`src/hw/rtl/gnta_pkg.sv`:
```
package gnta_pkg;

   // Field widths of one blob beat and one track result
   localparam int THRESH_W      = 10;
   localparam int PX_W          = 10;
   localparam int PY_W          = 9;
   localparam int KX_W          = 10;
   localparam int KY_W          = 9;
   localparam int KZ_W          = 14;
   localparam int TRACK_INDEX_W = 2;

   // Squared distances: 10-bit and 9-bit deltas
   localparam int DX_SQ_W     = 2 * PX_W;
   localparam int DY_SQ_W     = 2 * PY_W;
   localparam int THRESH_SQ_W = 2 * THRESH_W;
   localparam int DIST_SQ_W   = DX_SQ_W + 1;

   localparam logic [THRESH_W-1:0]    THRESH_RESET    = 10'd40;
   localparam logic [THRESH_SQ_W-1:0] THRESH_SQ_RESET = 20'd1600;

   // Input beat kinds
   localparam logic MODE_BLOB = 1'b0;
   localparam logic MODE_EOF  = 1'b1;

   typedef struct packed {
      logic [PX_W-1:0] px;
      logic [PY_W-1:0] py;
      logic [KX_W-1:0] kx;
      logic [KY_W-1:0] ky;
      logic [KZ_W-1:0] kz;
   } blob_type;

   // Controller to datapath
   typedef struct packed {
      logic blob_wr;
      logic frame_start;
      logic scan_init;
      logic j_clr;
      logic j_inc;
      logic i_clr;
      logic i_inc;
      logic rd_best;
      logic square;
      logic compare;
      logic take_best;
      logic take_left;
      logic emit;
      logic frame_done;
   } dp_cmd_type;

   // Datapath to controller
   typedef struct packed {
      logic trk_ok;
      logic j_claimed;
      logic j_last;
      logic i_last;
      logic have;
      logic n_zero;
      logic free_any;
      logic out_free;
   } dp_status_type;

endpackage

```
`src/hw/rtl/gnta_ctrl.sv`:
```
module gnta_ctrl (
   input  logic                    clock,
   input  logic                    reset,
   input  logic                    req_valid,
   input  logic                    req_mode,
   output logic                    req_stall,
   input  gnta_pkg::dp_status_type sts,
   output gnta_pkg::dp_cmd_type    cmd
);
   import gnta_pkg::*;

   localparam logic [3:0] ST_IDLE  = 4'd0;
   localparam logic [3:0] ST_TRK   = 4'd1;
   localparam logic [3:0] ST_RD    = 4'd2;
   localparam logic [3:0] ST_SQ    = 4'd3;
   localparam logic [3:0] ST_CMP   = 4'd4;
   localparam logic [3:0] ST_TEND  = 4'd5;
   localparam logic [3:0] ST_TTAKE = 4'd6;
   localparam logic [3:0] ST_TNEXT = 4'd7;
   localparam logic [3:0] ST_LCHK  = 4'd8;
   localparam logic [3:0] ST_LTAKE = 4'd9;
   localparam logic [3:0] ST_EMIT  = 4'd10;

   logic [3:0] state_ff;
   logic [3:0] state_in;

   // Take beats only while idle
   assign req_stall = (state_ff != ST_IDLE);

   // Sequence the matching pass, the leftover pass and the result walk
   always_comb begin
      state_in = state_ff;
      cmd      = '0;
      case (state_ff)
         ST_IDLE: begin
            if (req_valid) begin
               if (req_mode == MODE_BLOB) begin
                  cmd.blob_wr = 1'b1;
               end else begin
                  cmd.frame_start = 1'b1;
                  state_in        = ST_TRK;
               end
            end
         end
         ST_TRK: begin
            if (sts.trk_ok) begin
               cmd.scan_init = 1'b1;
               state_in      = ST_RD;
            end else begin
               state_in = ST_TNEXT;
            end
         end
         ST_RD: begin
            if (sts.j_claimed) begin
               if (sts.j_last) begin
                  state_in = ST_TEND;
               end else begin
                  cmd.j_inc = 1'b1;
               end
            end else begin
               state_in = ST_SQ;
            end
         end
         ST_SQ: begin
            cmd.square = 1'b1;
            state_in   = ST_CMP;
         end
         ST_CMP: begin
            cmd.compare = 1'b1;
            if (sts.j_last) begin
               state_in = ST_TEND;
            end else begin
               cmd.j_inc = 1'b1;
               state_in  = ST_RD;
            end
         end
         ST_TEND: begin
            if (sts.have) begin
               cmd.rd_best = 1'b1;
               state_in    = ST_TTAKE;
            end else begin
               state_in = ST_TNEXT;
            end
         end
         ST_TTAKE: begin
            cmd.take_best = 1'b1;
            state_in      = ST_TNEXT;
         end
         ST_TNEXT: begin
            if (sts.i_last) begin
               cmd.j_clr = 1'b1;
               if (sts.n_zero) begin
                  cmd.i_clr = 1'b1;
                  state_in  = ST_EMIT;
               end else begin
                  state_in = ST_LCHK;
               end
            end else begin
               cmd.i_inc = 1'b1;
               state_in  = ST_TRK;
            end
         end
         ST_LCHK: begin
            if (sts.j_claimed || !sts.free_any) begin
               if (sts.j_last) begin
                  cmd.i_clr = 1'b1;
                  state_in  = ST_EMIT;
               end else begin
                  cmd.j_inc = 1'b1;
               end
            end else begin
               state_in = ST_LTAKE;
            end
         end
         ST_LTAKE: begin
            cmd.take_left = 1'b1;
            if (sts.j_last) begin
               cmd.i_clr = 1'b1;
               state_in  = ST_EMIT;
            end else begin
               cmd.j_inc = 1'b1;
               state_in  = ST_LCHK;
            end
         end
         ST_EMIT: begin
            if (sts.out_free) begin
               cmd.emit = 1'b1;
               if (sts.i_last) begin
                  cmd.frame_done = 1'b1;
                  state_in       = ST_IDLE;
               end else begin
                  cmd.i_inc = 1'b1;
               end
            end
         end
         default: begin
            state_in = ST_IDLE;
         end
      endcase
   end

   always_ff @(posedge clock) begin
      if (reset) begin
         state_ff <= ST_IDLE;
      end else begin
         state_ff <= state_in;
      end
   end

endmodule

```
`src/hw/rtl/gnta_dpath.sv`:
```
module gnta_dpath #(
   parameter int NUM_TRACKS = 4,
   parameter int MAX_BLOBS  = 8
) (
   input  logic                                   clock,
   input  logic                                   reset,
   input  gnta_pkg::dp_cmd_type                   cmd,
   output gnta_pkg::dp_status_type                sts,
   input  logic [gnta_pkg::PX_W-1:0]              req_probe_x,
   input  logic [gnta_pkg::PY_W-1:0]              req_probe_y,
   input  logic [gnta_pkg::KX_W-1:0]              req_key_x,
   input  logic [gnta_pkg::KY_W-1:0]              req_key_y,
   input  logic [gnta_pkg::KZ_W-1:0]              req_key_z,
   input  logic                                   csr_wr_en,
   input  logic [gnta_pkg::THRESH_W-1:0]          csr_wr_data,
   output logic                                   rsp_valid,
   input  logic                                   rsp_stall,
   output logic [gnta_pkg::TRACK_INDEX_W-1:0]     rsp_track_index,
   output logic                                   rsp_found,
   output logic [gnta_pkg::KX_W-1:0]              rsp_out_x,
   output logic [gnta_pkg::KY_W-1:0]              rsp_out_y,
   output logic [gnta_pkg::KZ_W-1:0]              rsp_out_z,
   output logic                                   rsp_overflow,
   output logic                                   rsp_last
);
   import gnta_pkg::*;

   localparam int CNT_W  = $clog2(MAX_BLOBS + 1);
   localparam int BIDX_W = (MAX_BLOBS > 1) ? $clog2(MAX_BLOBS) : 1;
   localparam int TIDX_W = (NUM_TRACKS > 1) ? $clog2(NUM_TRACKS) : 1;

   // Blob store, written in load order, read one entry a cycle
   blob_type blob_mem [MAX_BLOBS];
   blob_type rd_data_ff;
   logic [BIDX_W-1:0] rd_addr;

   logic [CNT_W-1:0]  blob_count_ff, blob_count_in;
   logic              overflow_ff, overflow_in;
   logic [THRESH_SQ_W-1:0] thresh_sq_ff;

   logic [CNT_W-1:0]  j_ff, j_in;
   logic [TIDX_W-1:0] i_ff, i_in;
   logic [BIDX_W-1:0] j_idx;

   logic [MAX_BLOBS-1:0]  claimed_ff, claimed_in;
   logic [NUM_TRACKS-1:0] found_ff, found_in;
   logic [NUM_TRACKS-1:0] track_valid_ff, track_valid_in;
   logic [KX_W-1:0] track_x_ff [NUM_TRACKS];
   logic [KX_W-1:0] track_x_in [NUM_TRACKS];
   logic [KY_W-1:0] track_y_ff [NUM_TRACKS];
   logic [KY_W-1:0] track_y_in [NUM_TRACKS];
   logic [KZ_W-1:0] track_z_ff [NUM_TRACKS];
   logic [KZ_W-1:0] track_z_in [NUM_TRACKS];

   logic                 have_ff, have_in;
   logic [DIST_SQ_W-1:0] best_ff, best_in;
   logic [BIDX_W-1:0]    best_idx_ff, best_idx_in;
   logic [DX_SQ_W-1:0]   dx_sq_ff;
   logic [DY_SQ_W-1:0]   dy_sq_ff;
   logic [PX_W-1:0]      dx;
   logic [PY_W-1:0]      dy;
   logic [DIST_SQ_W-1:0] dist_sq;
   logic                 near;

   logic [TIDX_W-1:0] free_idx;
   logic              free_any;
   logic              blob_room;
   logic              out_free;
   logic              found_cur;
   logic              rsp_valid_ff;

   assign j_idx     = j_ff[BIDX_W-1:0];
   assign blob_room = (blob_count_ff < CNT_W'(MAX_BLOBS));
   assign rd_addr   = cmd.rd_best ? best_idx_ff : j_idx;
   assign out_free  = !rsp_valid_ff || !rsp_stall;
   assign found_cur = found_ff[i_ff];

   // Store blob beats and read the addressed entry
   always_ff @(posedge clock) begin
      if (cmd.blob_wr && blob_room) begin
         blob_mem[blob_count_ff[BIDX_W-1:0]] <= '{px: req_probe_x, py: req_probe_y,
                                                 kx: req_key_x, ky: req_key_y,
                                                 kz: req_key_z};
      end
      rd_data_ff <= blob_mem[rd_addr];
   end

   // Lowest track that has found nothing yet
   always_comb begin
      free_idx = '0;
      free_any = 1'b0;
      for (int t = NUM_TRACKS - 1; t >= 0; t--) begin
         if (!found_ff[t]) begin
            free_any = 1'b1;
            free_idx = TIDX_W'(t);
         end
      end
   end

   // Distance from the current track to the blob just read
   always_comb begin
      dx = (track_x_ff[i_ff] >= rd_data_ff.px) ? track_x_ff[i_ff] - rd_data_ff.px
                                               : rd_data_ff.px - track_x_ff[i_ff];
      dy = (track_y_ff[i_ff] >= rd_data_ff.py) ? track_y_ff[i_ff] - rd_data_ff.py
                                               : rd_data_ff.py - track_y_ff[i_ff];
   end

   assign dist_sq = DIST_SQ_W'(dx_sq_ff) + DIST_SQ_W'(dy_sq_ff);
   assign near    = (dist_sq < DIST_SQ_W'(thresh_sq_ff));

   // Square the deltas into registers
   always_ff @(posedge clock) begin
      if (cmd.square) begin
         dx_sq_ff <= DX_SQ_W'(dx * dx);
         dy_sq_ff <= DY_SQ_W'(dy * dy);
      end
   end

   // Counters and best-candidate tracking
   always_comb begin
      j_in        = j_ff;
      i_in        = i_ff;
      have_in     = have_ff;
      best_in     = best_ff;
      best_idx_in = best_idx_ff;
      if (cmd.scan_init || cmd.j_clr) begin
         j_in = '0;
      end else if (cmd.j_inc) begin
         j_in = CNT_W'(j_ff + CNT_W'(1));
      end
      if (cmd.frame_start || cmd.i_clr) begin
         i_in = '0;
      end else if (cmd.i_inc) begin
         i_in = TIDX_W'(i_ff + TIDX_W'(1));
      end
      if (cmd.scan_init) begin
         have_in = 1'b0;
      end else if (cmd.compare && near && (!have_ff || dist_sq < best_ff)) begin
         have_in     = 1'b1;
         best_in     = dist_sq;
         best_idx_in = j_idx;
      end
   end

   // Frame fill state and track table
   always_comb begin
      blob_count_in  = blob_count_ff;
      overflow_in    = overflow_ff;
      claimed_in     = claimed_ff;
      found_in       = found_ff;
      track_valid_in = track_valid_ff;
      track_x_in     = track_x_ff;
      track_y_in     = track_y_ff;
      track_z_in     = track_z_ff;
      if (cmd.blob_wr) begin
         if (blob_room) begin
            blob_count_in = CNT_W'(blob_count_ff + CNT_W'(1));
         end else begin
            overflow_in = 1'b1;
         end
      end
      if (cmd.frame_start) begin
         claimed_in = '0;
         found_in   = '0;
      end
      if (cmd.take_best) begin
         claimed_in[best_idx_ff] = 1'b1;
         found_in[i_ff]          = 1'b1;
         track_x_in[i_ff]        = rd_data_ff.kx;
         track_y_in[i_ff]        = rd_data_ff.ky;
         track_z_in[i_ff]        = rd_data_ff.kz;
      end
      if (cmd.take_left) begin
         found_in[free_idx]   = 1'b1;
         track_x_in[free_idx] = rd_data_ff.kx;
         track_y_in[free_idx] = rd_data_ff.ky;
         track_z_in[free_idx] = rd_data_ff.kz;
      end
      if (cmd.emit) begin
         track_valid_in[i_ff] = found_cur;
         if (!found_cur) begin
            track_x_in[i_ff] = '0;
            track_y_in[i_ff] = '0;
            track_z_in[i_ff] = '0;
         end
      end
      if (cmd.frame_done) begin
         blob_count_in = '0;
         overflow_in   = 1'b0;
      end
   end

   always_ff @(posedge clock) begin
      if (reset) begin
         blob_count_ff  <= '0;
         overflow_ff    <= 1'b0;
         thresh_sq_ff   <= THRESH_SQ_RESET;
         j_ff           <= '0;
         i_ff           <= '0;
         have_ff        <= 1'b0;
         claimed_ff     <= '0;
         found_ff       <= '0;
         track_valid_ff <= '0;
         for (int t = 0; t < NUM_TRACKS; t++) begin
            track_x_ff[t] <= '0;
            track_y_ff[t] <= '0;
            track_z_ff[t] <= '0;
         end
      end else begin
         blob_count_ff  <= blob_count_in;
         overflow_ff    <= overflow_in;
         if (csr_wr_en) begin
            thresh_sq_ff <= THRESH_SQ_W'(csr_wr_data * csr_wr_data);
         end
         j_ff           <= j_in;
         i_ff           <= i_in;
         have_ff        <= have_in;
         claimed_ff     <= claimed_in;
         found_ff       <= found_in;
         track_valid_ff <= track_valid_in;
         track_x_ff     <= track_x_in;
         track_y_ff     <= track_y_in;
         track_z_ff     <= track_z_in;
      end
   end

   always_ff @(posedge clock) begin
      best_ff     <= best_in;
      best_idx_ff <= best_idx_in;
   end

   // Result register: load a beat when free, drop valid once taken
   always_ff @(posedge clock) begin
      if (reset) begin
         rsp_valid_ff <= 1'b0;
      end else if (cmd.emit) begin
         rsp_valid_ff <= 1'b1;
      end else if (!rsp_stall) begin
         rsp_valid_ff <= 1'b0;
      end
   end

   always_ff @(posedge clock) begin
      if (cmd.emit) begin
         rsp_track_index <= TRACK_INDEX_W'(i_ff);
         rsp_found       <= found_cur;
         rsp_out_x       <= found_cur ? track_x_ff[i_ff] : '0;
         rsp_out_y       <= found_cur ? track_y_ff[i_ff] : '0;
         rsp_out_z       <= found_cur ? track_z_ff[i_ff] : '0;
         rsp_overflow    <= overflow_ff;
         rsp_last        <= sts.i_last;
      end
   end

   assign rsp_valid = rsp_valid_ff;

   // Status back to the controller
   always_comb begin
      sts           = '0;
      sts.n_zero    = (blob_count_ff == '0);
      sts.trk_ok    = track_valid_ff[i_ff] && !sts.n_zero;
      sts.j_claimed = claimed_ff[j_idx];
      sts.j_last    = (j_ff == CNT_W'(blob_count_ff - CNT_W'(1)));
      sts.i_last    = (i_ff == TIDX_W'(NUM_TRACKS - 1));
      sts.have      = have_ff;
      sts.free_any  = free_any;
      sts.out_free  = out_free;
   end

endmodule

```
`src/hw/rtl/greedy_nearest_track_assign_top.sv`:
```
// Greedy nearest-neighbor track association.
// Input channel (req_*): one beat per blob with req_mode low, carrying the probe
// point used for the distance test and the key point stored into a track. A beat
// with req_mode high closes the frame and starts the assignment. Blobs beyond
// MAX_BLOBS are dropped and flagged in rsp_overflow.
// Result channel (rsp_*): NUM_TRACKS beats per frame, track 0 first, rsp_last on
// the final one. No beat follows a blob beat.
// Configuration: csr_wr_en with csr_wr_data writes the distance limit (reset 40);
// the limit is squared once at the write.
// Sequencing: a blob beat leaves the controller idle, so req_stall stays low for
// the next beat. An end-of-frame beat starts the controller walking tracks times
// blobs through one shared distance unit (read, square, compare for each blob)
// and one store read port.
// req_stall is high for that whole walk; it is low again once the last result
// is loaded into the output register, even if that result is still stalled.
// A stalled result holds; the walk pauses at the next result until it is taken.
// Reset: all tracks invalid and zeroed, blob store empty, no results pending.
module greedy_nearest_track_assign_top #(
   parameter int NUM_TRACKS = 4,
   parameter int MAX_BLOBS  = 8
) (
   input  logic                               clock,
   input  logic                               reset,
   input  logic                               req_valid,
   output logic                               req_stall,
   input  logic                               req_mode,
   input  logic [gnta_pkg::PX_W-1:0]          req_probe_x,
   input  logic [gnta_pkg::PY_W-1:0]          req_probe_y,
   input  logic [gnta_pkg::KX_W-1:0]          req_key_x,
   input  logic [gnta_pkg::KY_W-1:0]          req_key_y,
   input  logic [gnta_pkg::KZ_W-1:0]          req_key_z,
   input  logic                               csr_wr_en,
   input  logic [gnta_pkg::THRESH_W-1:0]      csr_wr_data,
   output logic                               rsp_valid,
   input  logic                               rsp_stall,
   output logic [gnta_pkg::TRACK_INDEX_W-1:0] rsp_track_index,
   output logic                               rsp_found,
   output logic [gnta_pkg::KX_W-1:0]          rsp_out_x,
   output logic [gnta_pkg::KY_W-1:0]          rsp_out_y,
   output logic [gnta_pkg::KZ_W-1:0]          rsp_out_z,
   output logic                               rsp_overflow,
   output logic                               rsp_last
);
   import gnta_pkg::*;

   dp_cmd_type    cmd;
   dp_status_type sts;

   gnta_ctrl u_ctrl (
      .clock     (clock),
      .reset     (reset),
      .req_valid (req_valid),
      .req_mode  (req_mode),
      .req_stall (req_stall),
      .sts       (sts),
      .cmd       (cmd)
   );

   gnta_dpath #(
      .NUM_TRACKS (NUM_TRACKS),
      .MAX_BLOBS  (MAX_BLOBS)
   ) u_dpath (
      .clock           (clock),
      .reset           (reset),
      .cmd             (cmd),
      .sts             (sts),
      .req_probe_x     (req_probe_x),
      .req_probe_y     (req_probe_y),
      .req_key_x       (req_key_x),
      .req_key_y       (req_key_y),
      .req_key_z       (req_key_z),
      .csr_wr_en       (csr_wr_en),
      .csr_wr_data     (csr_wr_data),
      .rsp_valid       (rsp_valid),
      .rsp_stall       (rsp_stall),
      .rsp_track_index (rsp_track_index),
      .rsp_found       (rsp_found),
      .rsp_out_x       (rsp_out_x),
      .rsp_out_y       (rsp_out_y),
      .rsp_out_z       (rsp_out_z),
      .rsp_overflow    (rsp_overflow),
      .rsp_last        (rsp_last)
   );

endmodule

```
`config.mk`:
```
export PLATFORM = sky130hd
export DESIGN_NAME = greedy_nearest_track_assign_top
export DESIGN_NICKNAME = d
export VERILOG_FILES = /design/src/hw/rtl/gnta_pkg.sv /design/src/hw/rtl/gnta_ctrl.sv /design/src/hw/rtl/gnta_dpath.sv /design/src/hw/rtl/greedy_nearest_track_assign_top.sv
export SDC_FILE = /design/constraint.sdc
export NUM_CORES = 1
export LEC_CHECK = 0
export ABC_CLOCK_PERIOD_IN_PS = 12700
export BUFFER_PORTS_ARGS = -buffer_cell sky130_fd_sc_hd__buf_2
export CORE_UTILIZATION = 55
export DETAILED_ROUTE_END_ITERATION = 8
export PLACE_DENSITY = 0.7
export SKIP_CTS_REPAIR_TIMING = 1
export SYNTH_ARGS = -nofsm -noshare
export SYNTH_HDL_FRONTEND = slang
export SYNTH_SLANG_ARGS = --single-unit
```
`constraint.sdc`:
```
create_clock -name clock -period 12.7 [get_ports clock]
set_clock_uncertainty 0.15 [all_clocks]
set_input_delay 2.54 -clock clock [delete_from_list [all_inputs] [get_ports clock]]
set_output_delay 2.54 -clock clock [all_outputs]
set_load 0.02 [all_outputs]
```
-- Word level (Yosys, flattened, before mapping)
Memories as Yosys holds them, arrays and structs flattened. A register that Yosys moved wholly into a read port is not among the register bits.
Cells that the tools add are included.
- logic and storage cells: 240
- RAM bits: 416
- output and inout port bits: 40
- input bits: 68
- bits in registers: 285
- memories kept: 1
- memories (name ; words ; width ; rd ports ; clocked after memory_dff ; write ports ; RTL line ; text):
    u_dpath.blob_mem ; 8 ; 52 ; 1 ; 1 ; 1 ; gnta_dpath.sv:33 ; blob_type blob_mem [MAX_BLOBS];
- equal/unequal tests: 19
- bitwise gates (word level): 13
- muxes and demuxes: 114
- multiply operators: 3
- order comparisons: 16
- reduce and logical (&&, ||, !) cells: 31
- add/subtract/negate cells: 9
- operators with widths (kind ; count):
    56-bit 2-to-1 mux ; 4
    40-bit 2-to-1 mux ; 4
    36-bit 2-to-1 mux ; 4
    56-bit bitwise mux ; 2
    40-bit bitwise mux ; 2
    36-bit bitwise mux ; 2
    56-bit bitwise AND ; 1
    14-bit demux with 2-bit select ; 2
    14-bit 2-to-1 mux ; 4
    56-bit NOT ; 1
    10-bit 2-to-1 mux ; 5
    4-bit 2-to-1 mux ; 12
    9-bit 2-to-1 mux ; 5
    4-bit case mux with 11 select lines ; 1
    40-bit bitwise AND ; 1
    10-bit demux with 2-bit select ; 2
    10-bit by 10-bit multiplier with 20-bit output ; 2
    40-bit NOT ; 1
    36-bit bitwise AND ; 1
    9-bit demux with 2-bit select ; 2
    36-bit NOT ; 1
    1-bit 2-to-1 mux ; 34
    14-bit binary-select mux with 2-bit select ; 1
    2-bit 2-to-1 mux ; 11
    other kinds (50) ; 100

-- Longest topological paths before layout
- depth after elaboration: 14
- mapped depth: 36
- mapped depth without buffers: 32

-- By module
A second synthesis with hierarchy kept.
- cells, all modules: 3015
- area total of the unflattened synthesis: 38270.5 sq um
- modules (own cells, without submodules) (module ; times used ; cells each ; area an instance (sq um)):
    gnta_dpath ; 1 ; 2933 ; 37691.1
    gnta_ctrl ; 1 ; 82 ; 579.3

-- Worst setup path after synthesis
OpenSTA, ideal clock, no wires.
- path kind: register to register
- from: register u_dpath.i_ff[0]
- to: register u_dpath.dx_sq_ff[18], data pin
- cell stages (with the launch flop): 33
- data required time: 12.292 ns
- period minus slack after synthesis: 9.066 ns
- library setup time: 0.258 ns
- path slack: 3.634 ns
- path buffers: 4
- data arrival time: 8.658 ns
- cell sequence: dfxtp_1 clkbuf_1 buf_1 mux4_2 inv_1 ha_1 inv_1 fa_1 nand3_1 a211oi_1 nor2_1 nand2_1 buf_2 and3_1 a31o_2 xor2_1 clkbuf_1 or2_2 fa_1 fa_1 fa_1 inv_1 fa_1 fa_1 ha_1 a21o_1 a31oi_1 o21ai_0 o41a_1 and4_1 a2111o_1 a21oi_1 xnor2_1
- longest elaborated chain between the ends: 7
- elaborated cells between the ends (all ways): 9
- ends and longest elaborated chain (what ; RTL line ; text):
    from (decl) ; gnta_dpath.sv:42 ; logic [TIDX_W-1:0] i_ff, i_in;
    from (signal assigned) ; gnta_dpath.sv:216 ; i_ff <= i_in;
    2-bit NOT with 3-bit output (implied by the code) (*) ; gnta_dpath.sv:102, gnta_dpath.sv:103 ;
    10-bit binary-select mux with 2-bit select (*) ; gnta_dpath.sv:102, gnta_dpath.sv:103 ;
    10-bit 2-to-1 mux (implied by the code) (*) (2 in a row) ; gnta_dpath.sv:102, gnta_dpath.sv:103 ;
    10-bit subtractor, or another cell as far along ; gnta_dpath.sv:103 ; : rd_data_ff.px - track_x_ff[i_ff];
    10-bit 2-to-1 mux (*) ; gnta_dpath.sv:102 ; dx = (track_x_ff[i_ff] >= rd_data_ff.px) ? track_x_ff[i_ff] - rd_data_ff.px
    10-bit by 10-bit multiplier with 20-bit output (*) ; gnta_dpath.sv:114 ; dx_sq_ff <= DX_SQ_W'(dx * dx);
    to (signal assigned) ; gnta_dpath.sv:114 ;
    to (decl) ; gnta_dpath.sv:58 ; logic [DX_SQ_W-1:0] dx_sq_ff;
Mark *: on every way between the ends. The rest lies on a longest branch, timed or not. The select of a mux whose other input is x is not followed.
A chain may end at the register's enable or synchronous reset.

-- Final worst setup path
Ends and elaborated chain as after synthesis.

==> impl_results.md <==
* Reg2Reg Capture Point: u_dpath.dx_sq_ff[18]$_DFFE_PP_
* Crit-path max FO at 22
* FMAX at 102 MHz
* CP Capture Point: u_dpath.dx_sq_ff[18]$_DFFE_PP_
* Top-area cell type share of the netlist area at 39.9%
* IO buf count at ~110
* Max_slew headroom at 23.9%
* Finish-stage setup viols at 0
* Tightest Pin Transition at 1140 ps
* DRT Wirelength at 86300 microns
* Delay of the slowest critical-path stage at 750 ps
* Global placement routability congestion at 0.895
* Critical path arrival at 10030 ps
* NumNets Final at 4166
* Synthesized net count at between 4000 and 5000
* Rows at between 90 and 100
* Vias in the first global route at 26002
* TritonCTS clock tree: built
* Core Footprint at ~69000 sq um
* DIE WIDTH at roughly 270 microns
* Initial antenna violation count at 11
* Die height at 267 microns
* Crit Reg-Reg Startpoint: u_dpath.i_ff[0]$_SDFFE_PP0P_
* # IOs at 108
* Prevailing post-synth register cell: edfxtp_1
* Number of synthesized register bits at 750
* Share of cells above drive strength 1 at 9.21%
* Via count at 26218
* Cell Area, Placed at 40100 sq um
* DR WL/cell at 18.2 microns
* Number of flops mapped to enable cells by yosys at between 500 and 600
* Fin area at 42600 sq um
* RSZ-0062 raised after global routing: no
* Hold Crit Class: reg2reg
* Tmin final at about 10000 ps
* Synth area leaders: edfxtp_1 (40%), dfxtp_1 (12%), nand2_1 (8.1%)
* Sum of negative setup slack at 0 ps
* Synth-to-Final Area Change at 10.2%
* Most frequent cells in the layout: nand2_1 (830), edfxtp_1 (514), inv_1 (297)
* Clk_lat worst skew at 630 ps
* Clock Sinks at 750
* Clk root buf: clkbuf_16
* Synth warn at 0
* CTS clk-pin slew, worst paths at 60 ps
* Area leader, netlist: edfxtp_1
* Total congestion overflow at 0
* Crit Path Class: reg2reg
* Part of the cycle the worst path needs at between 70% and 80%
* Die Area at 71300 sq um
* CP required at 12910 ps
* Violation count after the first detailed-route iteration at 1955
* Worst Setup SP: u_dpath.i_ff[0]$_SDFFE_PP0P_
* Status: finished, final reports clean
* H-tree levels at 3
* Synthesized instance count at 3690
* Most used cell, CP: fa_1
* Final Hold Fails at 0
* Post-DRT Antenna Nets at 0
* Post-synth ARST share at 0%
* Final slew viol count at 0
* Critical path endpoint category: flop
* Max-cap viol count at 0
* Distinct cells, synth at 73
* Cts bufs inserted at 78
* R2R cell count at 29
* HPWL after detailed placement at 55000 microns
* DRC at 0
* Mean post-synth cell area at ~10 sq um
* Startpoint types: flop
* Via density at roughly 5.5
* Drt pass-1 iters at 5
* Starting Density at between 50% and 60%
* R2R setup slack at 2880 ps
* Post-synthesis instance area at a little under 40000 sq um
* Clk buf depth at 3
* Commonest non-fill, non-tap cell in the layout: nand2_1
* Layout fillers at between 5000 and 6000
* First-pass GRT wire length at 139000 microns
* Sequential fraction of the synthesis area at 52.2%
* GRT Util Overall at 24.9%
* Pin count of the biggest net entering global routing at about 160
* Critical path's slowest cell: dfxtp_2
==> sequential cells by signal, indices dropped and copies added, names as in the netlist, 8 cells and up <==
name / flops
u_dpath.blob_mem: 416
u_dpath.claimed_ff: 8
u_dpath.dy_sq_ff: 17
u_dpath.thresh_sq_ff: 19
u_dpath.rsp_out_y: 9
u_dpath.rsp_out_z: 14
u_dpath.best_ff: 21
u_dpath.dx_sq_ff: 19
u_dpath.track_y_ff: 36
u_dpath.track_z_ff: 56
u_dpath.rd_data_ff: 52
u_dpath.rsp_out_x: 10
u_dpath.track_x_ff: 40
==> synth_stat cells, types with 37 or more instances <==
master,instances
edfxtp_1,514
o21ai_0,102
clkbuf_1,147
a21oi_1,230
nand3_1,280
nand2_1,833
nor2_1,166
mux4_2,37
dfxtp_1,236
fa_1,134
and2_1,66
xnor2_1,66
ha_1,226
inv_1,297
==> through the flow <==
step	setup slack, ps	hold WS [ps]	util, %	std cells
after global routing	2260	297	61.7	4732
after floorplan	3630	256	-	3690
final	2880	283	61.7	4733
after CTS	2860	289	61.7	4731
after global placement	3130	264	58.1	4589
after detailed placement	2900	276	58.1	4589
==> how the worst min path moves through the flow <==
stage / depth (start not counted) / slack (ps) / end / start
6_report: 0 / 280 / u_dpath.rsp_overflow$_DFFE_PP_ / u_dpath.overflow_ff$_SDFFE_PP0P_
2_1_floorplan: 0 / 260 / u_dpath.best_idx_ff[2]$_DFFE_PP_ / u_dpath.j_ff[2]$_SDFFE_PP0P_
3_5_place_dp: 0 / 280 / u_dpath.rsp_overflow$_DFFE_PP_ / u_dpath.overflow_ff$_SDFFE_PP0P_
5_1_grt: 0 / 300 / u_dpath.rsp_overflow$_DFFE_PP_ / u_dpath.overflow_ff$_SDFFE_PP0P_
4_1_cts: 0 / 290 / u_dpath.rsp_overflow$_DFFE_PP_ / u_dpath.overflow_ff$_SDFFE_PP0P_
3_3_place_gp: 0 / 260 / u_dpath.rsp_overflow$_DFFE_PP_ / u_dpath.overflow_ff$_SDFFE_PP0P_
==> routing by layer <==
| layer | global-route usage [%] | share of wire, % | vias up |
|---|---|---|---|
| met3 | 3.81 | 5.7 | 151 |
| met5 | 0 | 0.11 | - |
| li1 | - | - | 12656 |
| met2 | 42.6 | 49 | 692 |
| met4 | 8.15 | 2.7 | 16 |
| met1 | 32.5 | 43 | 12703 |
==> area by class of cell <==
cell class                      instances  area [sq um]  area share (%)
Tap cell                              931          1160            2.74
Antenna cell                            2          5.00          0.0118
Inverter                              299          1120            2.64
Sequential cell                       750         20200            47.3
Multi-Input combinational cell       2473         16900            39.7
Timing Repair Buffer                  136           778            1.83
Clock inverter                         36           274           0.643
Clock buffer                          106          2190            5.14
==> logic make-up after synthesis <==
kind of cell / Yosys count / synth area share (%)
DFF: 750 / 52.2
adders and majority gates: 360 / 14.3
muxes: 70 / 3.04
AOI/OAI and AO/OA: 472 / 7.17
buffers and inverters: 467 / 4.55
and+or+nand+nor: 1469 / 16.4
xor gates and xnor gates: 102 / 2.39
==> worst max-delay path: cells and delay by family, from the launching register on <==
kind	cells	cell delay [ps]
buffers and inverters	5	1030
DFF	1	750
xor gates and xnor gates	2	580
muxes	1	590
and+or+nand+nor	7	1650
AOI/OAI and AO/OA	7	1730
adders and majority gates	7	3110
Power is left out: the tool's default activity adds up to more than one toggle a clock period on the data nets, which glitch-free logic cannot reach.
